$ cat config.mk
export PLATFORM = sky130hd
export DESIGN_NAME = two_die_net_bbox_hpwl
export DESIGN_NICKNAME = d
export VERILOG_FILES = /design/src/rtl/tdbb_pkg.sv /design/src/rtl/tdbb_queue.sv /design/src/rtl/tdbb_front.sv /design/src/rtl/tdbb_back.sv /design/src/rtl/two_die_net_bbox_hpwl.sv
export VERILOG_INCLUDE_DIRS = /design/src /design/src/rtl
export SDC_FILE = /design/constraint.sdc
export NUM_CORES = 2
export LEC_CHECK = 0
export ABC_AREA = 1
export BUFFER_PORTS_ARGS = -buffer_cell sky130_fd_sc_hd__buf_2
export CORE_ASPECT_RATIO = 0.7
export CORE_MARGIN = 2
export CORE_UTILIZATION = 55
export DETAILED_ROUTE_END_ITERATION = 7
export PLACE_DENSITY = 0.69
export SYNTH_ARGS = -nofsm -noshare
export SYNTH_HDL_FRONTEND = slang
export SYNTH_HIERARCHICAL = 1
export SYNTH_SLANG_ARGS = --single-unit
$ cat constraint.sdc
create_clock -name clk_i -period 24.7 [get_ports clk_i]
set_clock_uncertainty 0.15 [all_clocks]
set_input_delay 1.235 -clock clk_i [delete_from_list [all_inputs] [get_ports clk_i]]
set_output_delay 1.235 -clock clk_i [all_outputs]
set_load 0.03 [all_outputs]
$ cat src/rtl/two_die_net_bbox_hpwl_defines.svh
// assertion helpers shared by the rtl files
// every module that uses them has clk_i and rst_ni
`ifndef TWO_DIE_NET_BBOX_HPWL_DEFINES_SVH
`define TWO_DIE_NET_BBOX_HPWL_DEFINES_SVH

// property that must hold at every clock edge out of reset
`define TDBB_ASSERT(lbl, prop, msg) \
  lbl: assert property (@(posedge clk_i) disable iff (!rst_ni) (prop)) else $error(msg);

// condition that must never be seen out of reset
`define TDBB_NEVER(lbl, expr, msg) \
  `TDBB_ASSERT(lbl, !(expr), msg)

`endif

$ cat src/rtl/tdbb_pkg.sv
package tdbb_pkg;

  // fixed field widths
  localparam int unsigned COORD_BITS = 32;
  localparam int unsigned NET_BITS   = COORD_BITS + 3;
  localparam int unsigned TOTAL_BITS = 48;
  localparam int unsigned HALF_BITS  = COORD_BITS + 1;
  // total plus net with one carry bit
  localparam int unsigned SUM_BITS   = ((NET_BITS > TOTAL_BITS) ? NET_BITS : TOTAL_BITS) + 1;

  typedef logic signed [COORD_BITS-1:0] coord_t;

  typedef struct packed {
    coord_t min_x;
    coord_t min_y;
    coord_t max_x;
    coord_t max_y;
  } box_t;

  // input transaction
  typedef struct packed {
    coord_t pin_x;
    coord_t pin_y;
    logic   on_bottom_die;
    logic   is_terminal;
    logic   last_of_net;
    logic   new_pass;
  } in_item_t;

  // result transaction
  typedef struct packed {
    coord_t                top_min_x;
    coord_t                top_min_y;
    coord_t                top_max_x;
    coord_t                top_max_y;
    coord_t                bot_min_x;
    coord_t                bot_min_y;
    coord_t                bot_max_x;
    coord_t                bot_max_y;
    logic                  top_present;
    logic                  bot_present;
    logic [NET_BITS-1:0]   net_wirelength;
    logic [TOTAL_BITS-1:0] total_wirelength;
  } result_t;

  // classified pin as handed from front to back
  typedef struct packed {
    coord_t x;
    coord_t y;
    logic   hit_top;
    logic   hit_bot;
    logic   last;
    logic   clear;
  } pin_op_t;

endpackage

$ cat src/rtl/tdbb_queue.sv
`include "two_die_net_bbox_hpwl_defines.svh"

module tdbb_queue #(
  parameter int unsigned WIDTH = 8,
  parameter int unsigned DEPTH = 2
) (
  input  logic             clk_i,
  input  logic             rst_ni,
  input  logic             push_i,
  output logic             full_o,
  input  logic [WIDTH-1:0] data_i,
  input  logic             pop_i,
  output logic             empty_o,
  output logic [WIDTH-1:0] data_o
);

  localparam int unsigned PTR_W = (DEPTH > 1) ? $clog2(DEPTH) : 1;
  localparam int unsigned CNT_W = $clog2(DEPTH + 1);

  logic [WIDTH-1:0] entries_q [DEPTH];
  logic [PTR_W-1:0] wr_ptr_q, wr_ptr_d;
  logic [PTR_W-1:0] rd_ptr_q, rd_ptr_d;
  logic [CNT_W-1:0] count_q, count_d;
  logic             do_push, do_pop;

  assign full_o  = (count_q == CNT_W'(DEPTH));
  assign empty_o = (count_q == '0);
  assign data_o  = entries_q[rd_ptr_q];

  assign do_push = push_i && !full_o;
  assign do_pop  = pop_i && !empty_o;

  // pointer and count update
  always_comb begin
    wr_ptr_d = wr_ptr_q;
    rd_ptr_d = rd_ptr_q;
    count_d  = count_q;
    if (do_push) begin
      wr_ptr_d = (wr_ptr_q == PTR_W'(DEPTH - 1)) ? '0 : wr_ptr_q + 1'b1;
    end
    if (do_pop) begin
      rd_ptr_d = (rd_ptr_q == PTR_W'(DEPTH - 1)) ? '0 : rd_ptr_q + 1'b1;
    end
    if (do_push && !do_pop) begin
      count_d = count_q + 1'b1;
    end else if (do_pop && !do_push) begin
      count_d = count_q - 1'b1;
    end
  end

  always_ff @(posedge clk_i or negedge rst_ni) begin
    if (!rst_ni) begin
      wr_ptr_q <= '0;
      rd_ptr_q <= '0;
      count_q  <= '0;
    end else begin
      wr_ptr_q <= wr_ptr_d;
      rd_ptr_q <= rd_ptr_d;
      count_q  <= count_d;
    end
  end

  // storage
  always_ff @(posedge clk_i) begin
    if (do_push) begin
      entries_q[wr_ptr_q] <= data_i;
    end
  end

  `TDBB_ASSERT(a_count_bound, count_q <= CNT_W'(DEPTH), "queue count above depth")
  `TDBB_ASSERT(a_push_fills, (do_push && !do_pop) |=> !empty_o, "push lost")
  `TDBB_ASSERT(a_last_pop, (do_pop && !do_push && count_q == CNT_W'(1)) |=> empty_o, "pop lost")

endmodule

$ cat src/rtl/tdbb_front.sv
module tdbb_front (
  input  logic               clk_i,
  input  logic               rst_ni,
  input  logic               push_i,
  output logic               full_o,
  input  tdbb_pkg::in_item_t item_i,
  output logic               q_push_o,
  output tdbb_pkg::pin_op_t  q_op_o,
  input  logic               q_full_i
);

  import tdbb_pkg::*;

  logic    valid_q, valid_d;
  pin_op_t op_q, op_d;
  logic    advance;

  // the holding register moves on when empty or when the queue takes it
  assign advance  = !valid_q || !q_full_i;
  assign full_o   = !advance;
  assign q_push_o = valid_q;
  assign q_op_o   = op_q;

  // classify: which boxes the pin widens
  always_comb begin
    op_d.x       = item_i.pin_x;
    op_d.y       = item_i.pin_y;
    op_d.hit_top = item_i.is_terminal || !item_i.on_bottom_die;
    op_d.hit_bot = item_i.is_terminal || item_i.on_bottom_die;
    op_d.last    = item_i.last_of_net;
    op_d.clear   = item_i.new_pass;
    valid_d      = advance ? push_i : valid_q;
  end

  always_ff @(posedge clk_i or negedge rst_ni) begin
    if (!rst_ni) begin
      valid_q <= 1'b0;
    end else begin
      valid_q <= valid_d;
    end
  end

  always_ff @(posedge clk_i) begin
    if (advance && push_i) begin
      op_q <= op_d;
    end
  end

endmodule

$ cat src/rtl/tdbb_back.sv
`include "two_die_net_bbox_hpwl_defines.svh"

module tdbb_back (
  input  logic              clk_i,
  input  logic              rst_ni,
  input  logic              q_empty_i,
  input  tdbb_pkg::pin_op_t q_op_i,
  output logic              q_pop_o,
  output logic              out_push_o,
  output tdbb_pkg::result_t out_res_o,
  input  logic              out_full_i
);

  import tdbb_pkg::*;

  function automatic box_t widen(box_t b, logic seen, coord_t x, coord_t y);
    box_t r;
    r = b;
    if (!seen) begin
      r.min_x = x;
      r.max_x = x;
      r.min_y = y;
      r.max_y = y;
    end else begin
      if ($signed(x) < $signed(b.min_x)) r.min_x = x;
      if ($signed(x) > $signed(b.max_x)) r.max_x = x;
      if ($signed(y) < $signed(b.min_y)) r.min_y = y;
      if ($signed(y) > $signed(b.max_y)) r.max_y = y;
    end
    return r;
  endfunction

  function automatic logic [HALF_BITS-1:0] half_perim(box_t b, logic seen);
    logic [COORD_BITS-1:0] dx;
    logic [COORD_BITS-1:0] dy;
    dx = b.max_x - b.min_x;
    dy = b.max_y - b.min_y;
    return seen ? (HALF_BITS'(dx) + HALF_BITS'(dy)) : '0;
  endfunction

  logic en, take;

  // accumulate stage
  box_t top_q, bot_q, top_new, bot_new;
  logic top_seen_q, bot_seen_q, top_seen_new, bot_seen_new;
  logic pend_clear_q;

  // merged boxes of a finished net
  logic b_valid_q, b_top_seen_q, b_bot_seen_q, b_clear_q;
  box_t b_top_q, b_bot_q;

  // zeroed boxes and half perimeters
  logic                 c_valid_q, c_top_seen_q, c_bot_seen_q, c_clear_q;
  box_t                 c_top_q, c_bot_q;
  logic [HALF_BITS-1:0] c_half_top_q, c_half_bot_q;

  // result register and running total
  logic                  d_valid_q;
  result_t               d_res_q;
  logic [TOTAL_BITS-1:0] total_q, total_d;
  logic [NET_BITS-1:0]   net;
  logic [SUM_BITS-1:0]   sum;

  // whole pipe holds while the finished result cannot leave
  assign en         = !(d_valid_q && out_full_i);
  assign take       = en && !q_empty_i;
  assign q_pop_o    = take;
  assign out_push_o = d_valid_q && !out_full_i;
  assign out_res_o  = d_res_q;

  // box update for the incoming pin
  always_comb begin
    top_new      = q_op_i.hit_top ? widen(top_q, top_seen_q, q_op_i.x, q_op_i.y) : top_q;
    bot_new      = q_op_i.hit_bot ? widen(bot_q, bot_seen_q, q_op_i.x, q_op_i.y) : bot_q;
    top_seen_new = top_seen_q || q_op_i.hit_top;
    bot_seen_new = bot_seen_q || q_op_i.hit_bot;
  end

  always_ff @(posedge clk_i or negedge rst_ni) begin
    if (!rst_ni) begin
      top_seen_q   <= 1'b0;
      bot_seen_q   <= 1'b0;
      pend_clear_q <= 1'b0;
    end else if (take) begin
      if (q_op_i.last) begin
        top_seen_q   <= 1'b0;
        bot_seen_q   <= 1'b0;
        pend_clear_q <= 1'b0;
      end else begin
        top_seen_q   <= top_seen_new;
        bot_seen_q   <= bot_seen_new;
        pend_clear_q <= pend_clear_q || q_op_i.clear;
      end
    end
  end

  always_ff @(posedge clk_i) begin
    if (take) begin
      top_q <= top_new;
      bot_q <= bot_new;
    end
  end

  // net end: hand merged boxes on
  always_ff @(posedge clk_i) begin
    if (take && q_op_i.last) begin
      b_top_q      <= top_new;
      b_bot_q      <= bot_new;
      b_top_seen_q <= top_seen_new;
      b_bot_seen_q <= bot_seen_new;
      b_clear_q    <= pend_clear_q || q_op_i.clear;
    end
  end

  // half perimeters, absent boxes forced to zero
  always_ff @(posedge clk_i) begin
    if (en && b_valid_q) begin
      c_top_q      <= b_top_seen_q ? b_top_q : '0;
      c_bot_q      <= b_bot_seen_q ? b_bot_q : '0;
      c_top_seen_q <= b_top_seen_q;
      c_bot_seen_q <= b_bot_seen_q;
      c_clear_q    <= b_clear_q;
      c_half_top_q <= half_perim(b_top_q, b_top_seen_q);
      c_half_bot_q <= half_perim(b_bot_q, b_bot_seen_q);
    end
  end

  // net sum and saturating total
  always_comb begin
    net     = NET_BITS'(c_half_top_q) + NET_BITS'(c_half_bot_q);
    sum     = SUM_BITS'(c_clear_q ? '0 : total_q) + SUM_BITS'(net);
    total_d = (sum[SUM_BITS-1:TOTAL_BITS] != '0) ? '1 : sum[TOTAL_BITS-1:0];
  end

  always_ff @(posedge clk_i or negedge rst_ni) begin
    if (!rst_ni) begin
      total_q <= '0;
    end else if (en && c_valid_q) begin
      total_q <= total_d;
    end
  end

  always_ff @(posedge clk_i) begin
    if (en && c_valid_q) begin
      d_res_q.top_min_x        <= c_top_q.min_x;
      d_res_q.top_min_y        <= c_top_q.min_y;
      d_res_q.top_max_x        <= c_top_q.max_x;
      d_res_q.top_max_y        <= c_top_q.max_y;
      d_res_q.bot_min_x        <= c_bot_q.min_x;
      d_res_q.bot_min_y        <= c_bot_q.min_y;
      d_res_q.bot_max_x        <= c_bot_q.max_x;
      d_res_q.bot_max_y        <= c_bot_q.max_y;
      d_res_q.top_present      <= c_top_seen_q;
      d_res_q.bot_present      <= c_bot_seen_q;
      d_res_q.net_wirelength   <= net;
      d_res_q.total_wirelength <= total_d;
    end
  end

  // stage valid bits
  always_ff @(posedge clk_i or negedge rst_ni) begin
    if (!rst_ni) begin
      b_valid_q <= 1'b0;
      c_valid_q <= 1'b0;
      d_valid_q <= 1'b0;
    end else if (en) begin
      b_valid_q <= take && q_op_i.last;
      c_valid_q <= b_valid_q;
      d_valid_q <= c_valid_q;
    end
  end

  `TDBB_ASSERT(a_box_present, d_valid_q |-> (d_res_q.top_present || d_res_q.bot_present),
               "result with no present box")
  `TDBB_ASSERT(a_absent_zero, (d_valid_q && !d_res_q.top_present) |->
               ({d_res_q.top_min_x, d_res_q.top_min_y,
                 d_res_q.top_max_x, d_res_q.top_max_y} == '0),
               "absent top box not zero")
  `TDBB_ASSERT(a_total_grows, (en && c_valid_q && !c_clear_q) |=> (total_q >= $past(total_q)),
               "running total shrank without a new pass")

endmodule

$ cat src/rtl/two_die_net_bbox_hpwl.sv
// Two-die net bounding box and half-perimeter wirelength. Pins of a net stream in one
// transaction per cycle while no result is held up by a full output queue, each widening
// the top or bottom die box (a terminal widens both); the transaction flagged last_of_net
// produces one result with both boxes (zero when absent), the net wirelength and a running
// total that saturates at all ones and restarts from the net wirelength when any pin of the
// net carries new_pass. The rate is set by the box compare feeding the accumulate stage. A
// result passes the input register, pin queue, accumulate stage, two result stages and
// output queue before it can be popped; pushing and popping may stall independently.
module two_die_net_bbox_hpwl #(
  parameter int unsigned MID_DEPTH = 2,
  parameter int unsigned OUT_DEPTH = 2
) (
  input  logic               clk_i,
  input  logic               rst_ni,
  input  logic               push_i,
  output logic               full_o,
  input  tdbb_pkg::in_item_t item_i,
  input  logic               pop_i,
  output logic               empty_o,
  output tdbb_pkg::result_t  result_o
);

  import tdbb_pkg::*;

  pin_op_t front_op, back_op;
  logic    front_push, mid_full, mid_empty, back_pop;
  result_t back_res;
  logic    out_push, out_full;

  // front: register and classify
  tdbb_front u_front (
    .clk_i    (clk_i),
    .rst_ni   (rst_ni),
    .push_i   (push_i),
    .full_o   (full_o),
    .item_i   (item_i),
    .q_push_o (front_push),
    .q_op_o   (front_op),
    .q_full_i (mid_full)
  );

  // pin queue between front and back
  tdbb_queue #(
    .WIDTH ($bits(pin_op_t)),
    .DEPTH (MID_DEPTH)
  ) u_mid_queue (
    .clk_i   (clk_i),
    .rst_ni  (rst_ni),
    .push_i  (front_push),
    .full_o  (mid_full),
    .data_i  (front_op),
    .pop_i   (back_pop),
    .empty_o (mid_empty),
    .data_o  (back_op)
  );

  // back: boxes, wirelength and total
  tdbb_back u_back (
    .clk_i      (clk_i),
    .rst_ni     (rst_ni),
    .q_empty_i  (mid_empty),
    .q_op_i     (back_op),
    .q_pop_o    (back_pop),
    .out_push_o (out_push),
    .out_res_o  (back_res),
    .out_full_i (out_full)
  );

  // result queue toward the consumer
  tdbb_queue #(
    .WIDTH ($bits(result_t)),
    .DEPTH (OUT_DEPTH)
  ) u_out_queue (
    .clk_i   (clk_i),
    .rst_ni  (rst_ni),
    .push_i  (out_push),
    .full_o  (out_full),
    .data_i  (back_res),
    .pop_i   (pop_i),
    .empty_o (empty_o),
    .data_o  (result_o)
  );

endmodule
==> results.json <==
{
  "dieArea_um2": 183000,
  "timing.fmax_mhz": 169,
  "period_share": 0.239,
  "ys_ff_latch": 2129,
  "post-route-util": 0.612,
  "hold_buffers": 0,
  "worst-setup-path-type": "flip-flop to output pin",
  "critPathMaxStageDelay_ns": 0.69,
  "wire_per_inst_um": 23.3,
  "grt_pass1_wl_um": 413000,
  "finalWirelength_um": 286000,
  "drive_gt1_frac": 0.0839,
  "vias": 68542,
  "yosysSeqAreaShare": 0.644,
  "start_util": 0.552,
  "ys_warn_count": 6,
  "crit_arrival_ns": 4.53,
  "numCtsBuffers": 193,
  "cts_resized": 0,
  "drc": 0,
  "ys_dominant_reg_cell": "edfxtp_1",
  "critPathBufInv": 5,
  "grt_pass1_vias": 63266,
  "syn2layout_area_growth_pct": 10.9,
  "finalSetupViolations": 0,
  "dpl-instance-area_um2": 103000,
  "syn_area_um2": 98700,
  "final.min_clock_period_ns": 5.91,
  "clkTransAtPathRegs_ns": 0.06,
  "r2r_cells": 9,
  "htree_num_levels": 4,
  "via_per_inst": 5.60,
  "yosys.area.top_type": "edfxtp_1",
  "postRouteAntennaNets": 0,
  "drv_slew": 0,
  "first_pass_iters": 6,
  "critPathTopFamily": "buffers and inverters",
  "worst_pin_slew_ns": 1.31,
  "clkLatencyLatePin_ns": 0.84,
  "n_fill_cell": 14346,
  "maxCapViolations": 0,
  "clock_sinks": 2129,
  "rsz0062_at_grt": "no",
  "syn-instance-count": 9247,
  "critPathLaunchType": "flip-flop",
  "fp.dieW_um": 510,
  "synth.area.top_cells": "edfxtp_1 (63%), nand2_1 (12%), ha_1 (6.5%)",
  "end_kind": "output pin",
  "crit_fanout": 67,
  "rows": 130,
  "final_area_um2": 109000,
  "pin_count": 415,
  "hpwlAfterDp_um": 209000,
  "die_h_um": 358,
  "synth_edf_count": 2066,
  "core_um2": 179000,
  "avgSynthCellArea_um2": 10.7,
  "ys_async_sr_fraction": 0.0296,
  "groute.usage.overall": 0.309,
  "nets": 10291,
  "grt_max_degree": 157,
  "critPathSlowestCell": "buf_4",
  "gp_congestion": 1.02,
  "crit_top_cell": "buf_4",
  "ctsRootBufferMaster": "clkbuf_16",
  "finalSetupTns_ns": 0,
  "grt_overflow": 0,
  "cts_tree": "built",
  "ctsLongestPathBuffers": 3,
  "portBuffers": 414,
  "fin_hold_ws_ns": 0.211,
  "yosysTopAreaCellShare": 0.628,
  "hold_violations": 0,
  "synth_nets": 9836,
  "crit-reg2reg-launch": "u_out_queue/count_q[1]",
  "crit_chain": "buf_4 > buf_4 > buf_4 > buf_4 > nand2_1 > nand2_1 > buf_2",
  "relSlewSlack": 0.126,
  "drtIter0Drc": 9212,
  "synth_cell_types": 52,
  "required_ns": 23.32,
  "status": "finished clean",
  "reg2reg_to": "u_out_queue/entries_q[1][175]",
  "hold_class": "input pin to asynchronous set/reset pin",
  "rrSetupSlack_ns": 19.24,
  "antenna_found_initial": 10,
  "post_cts_buffers": 0
}
## cells by family (layout without fill, tap and decap cells)
logic type	after synthesis	in the layout	share of synthesized area
and+or+nand+nor	4176	4176	0.170
DFF	2129	2129	0.644
buffers and inverters	1388	2003	0.0563
AOI/OAI and AO/OA	861	861	0.0478
adders and majority gates	517	517	0.0661
xor gates and xnor gates	175	175	0.0155
other	1	3	0.0000380
## synthesized netlist by cell type (5+ instances only)
master,n
a21o_1,42
buf_6,11
buf_4,50
o21ai_0,222
edfxtp_1,2066
inv_1,1158
nand4_1,52
and2_1,5
o211ai_1,12
o21bai_1,43
nand3_2,19
a31oi_1,21
inv_2,5
a21boi_0,16
nor2_1,481
a21oi_1,452
buf_2,59
ha_1,509
clkbuf_1,101
nor3_1,57
nand2_1,3063
o21ai_1,18
or2_2,8
nand3_1,439
o21a_1,22
xor2_1,116
fa_1,8
xnor2_1,59
nand3b_1,6
nand2_2,16
nor4_1,14
dfrtp_1,63
## cell type report
cell class              instances  area (um2)  area share
repair buffers                481        2630      0.0240
clock inverters               112        1190      0.0109
diodes                          2        5.00   0.0000457
well taps                    2376        2970      0.0271
clock buffers                 243        5060      0.0462
flip-flops and latches       2129       63600       0.581
multi-input cells            5730       29600       0.270
inverters                    1167        4410      0.0403
## placed cells by master, fill, tap and decap left out, types with 11 or more instances in the layout
| cell | netlist | layout |
|---|---|---|
| nor4_1 | 14 | 14 |
| nor3_1 | 57 | 57 |
| a31oi_1 | 21 | 21 |
| o21a_1 | 22 | 22 |
| edfxtp_1 | 2066 | 2066 |
| nand2_1 | 3063 | 3061 |
| buf_2 | 59 | 413 |
| nand3_2 | 19 | 19 |
| xor2_1 | 116 | 116 |
| bufinv_16 | 0 | 18 |
| xnor2_1 | 59 | 59 |
| buf_4 | 50 | 64 |
| clkinvlp_4 | 0 | 11 |
| nor2_1 | 481 | 476 |
| ha_1 | 509 | 509 |
| nand2_2 | 16 | 16 |
| clkinv_1 | 1 | 38 |
| inv_1 | 1158 | 1155 |
| clkinv_2 | 0 | 24 |
| o21ai_0 | 222 | 222 |
| o21ai_1 | 18 | 18 |
| clkbuf_16 | 0 | 194 |
| o211ai_1 | 12 | 12 |
| nand3_1 | 439 | 439 |
| dfrtp_1 | 63 | 61 |
| clkbuf_1 | 101 | 47 |
| o21bai_1 | 43 | 43 |
| nand4_1 | 52 | 52 |
| a21oi_1 | 452 | 451 |
| a21boi_0 | 16 | 16 |
| a21o_1 | 42 | 42 |
## per-layer routing
layer	track usage	wire length, um	share of wire
met1	0.496	131000	0.46
met2	0.415	113000	0.40
met3	0.0864	35200	0.12
met4	0.0676	6260	0.022
met5	0	31	0.00011
## flip-flops by register name, indices dropped and copies added, names as in the netlist, 2 cells and up
| register | count |
|---|---|
| u_back/b_bot_q | 128 |
| u_back/b_top_q | 128 |
| u_back/bot_q | 128 |
| u_back/c_bot_q | 128 |
| u_back/c_half_bot_q | 33 |
| u_back/c_half_top_q | 33 |
| u_back/c_top_q | 128 |
| u_back/out_res_o | 340 |
| u_back/top_q | 128 |
| u_back/total_q | 48 |
| u_front/q_op_o | 68 |
| u_mid_queue/count_q | 2 |
| u_mid_queue/entries_q | 136 |
| u_out_queue/count_q | 2 |
| u_out_queue/entries_q | 682 |
## worst max-delay path by stage
stage	start	to	cells past startpoint
final	u_out_queue/rd_ptr_q	result_o[174]	7
after floorplan	u_out_queue/count_q[1]	u_back/b_bot_q[0]	7
after detailed placement	u_out_queue/count_q[1]	u_out_queue/entries_q[1][183]	9
after global placement	u_out_queue/count_q[1]	u_out_queue/entries_q[1][182]	9
after CTS	u_out_queue/rd_ptr_q	result_o[149]	7
after global routing	u_out_queue/rd_ptr_q	result_o[174]	7
## stage by stage
stage | cells | worst slack, ns
floorplan | 9247 | 6.29
global placement | 11883 | 19.34
detailed placement | 11883 | 19.29
CTS | 12238 | 18.75
global route | 12238 | 18.53
finish | 12240 | 18.79
Power is left out: the tool's default activity adds up to more than one toggle a clock period on the data nets, which glitch-free logic cannot reach.
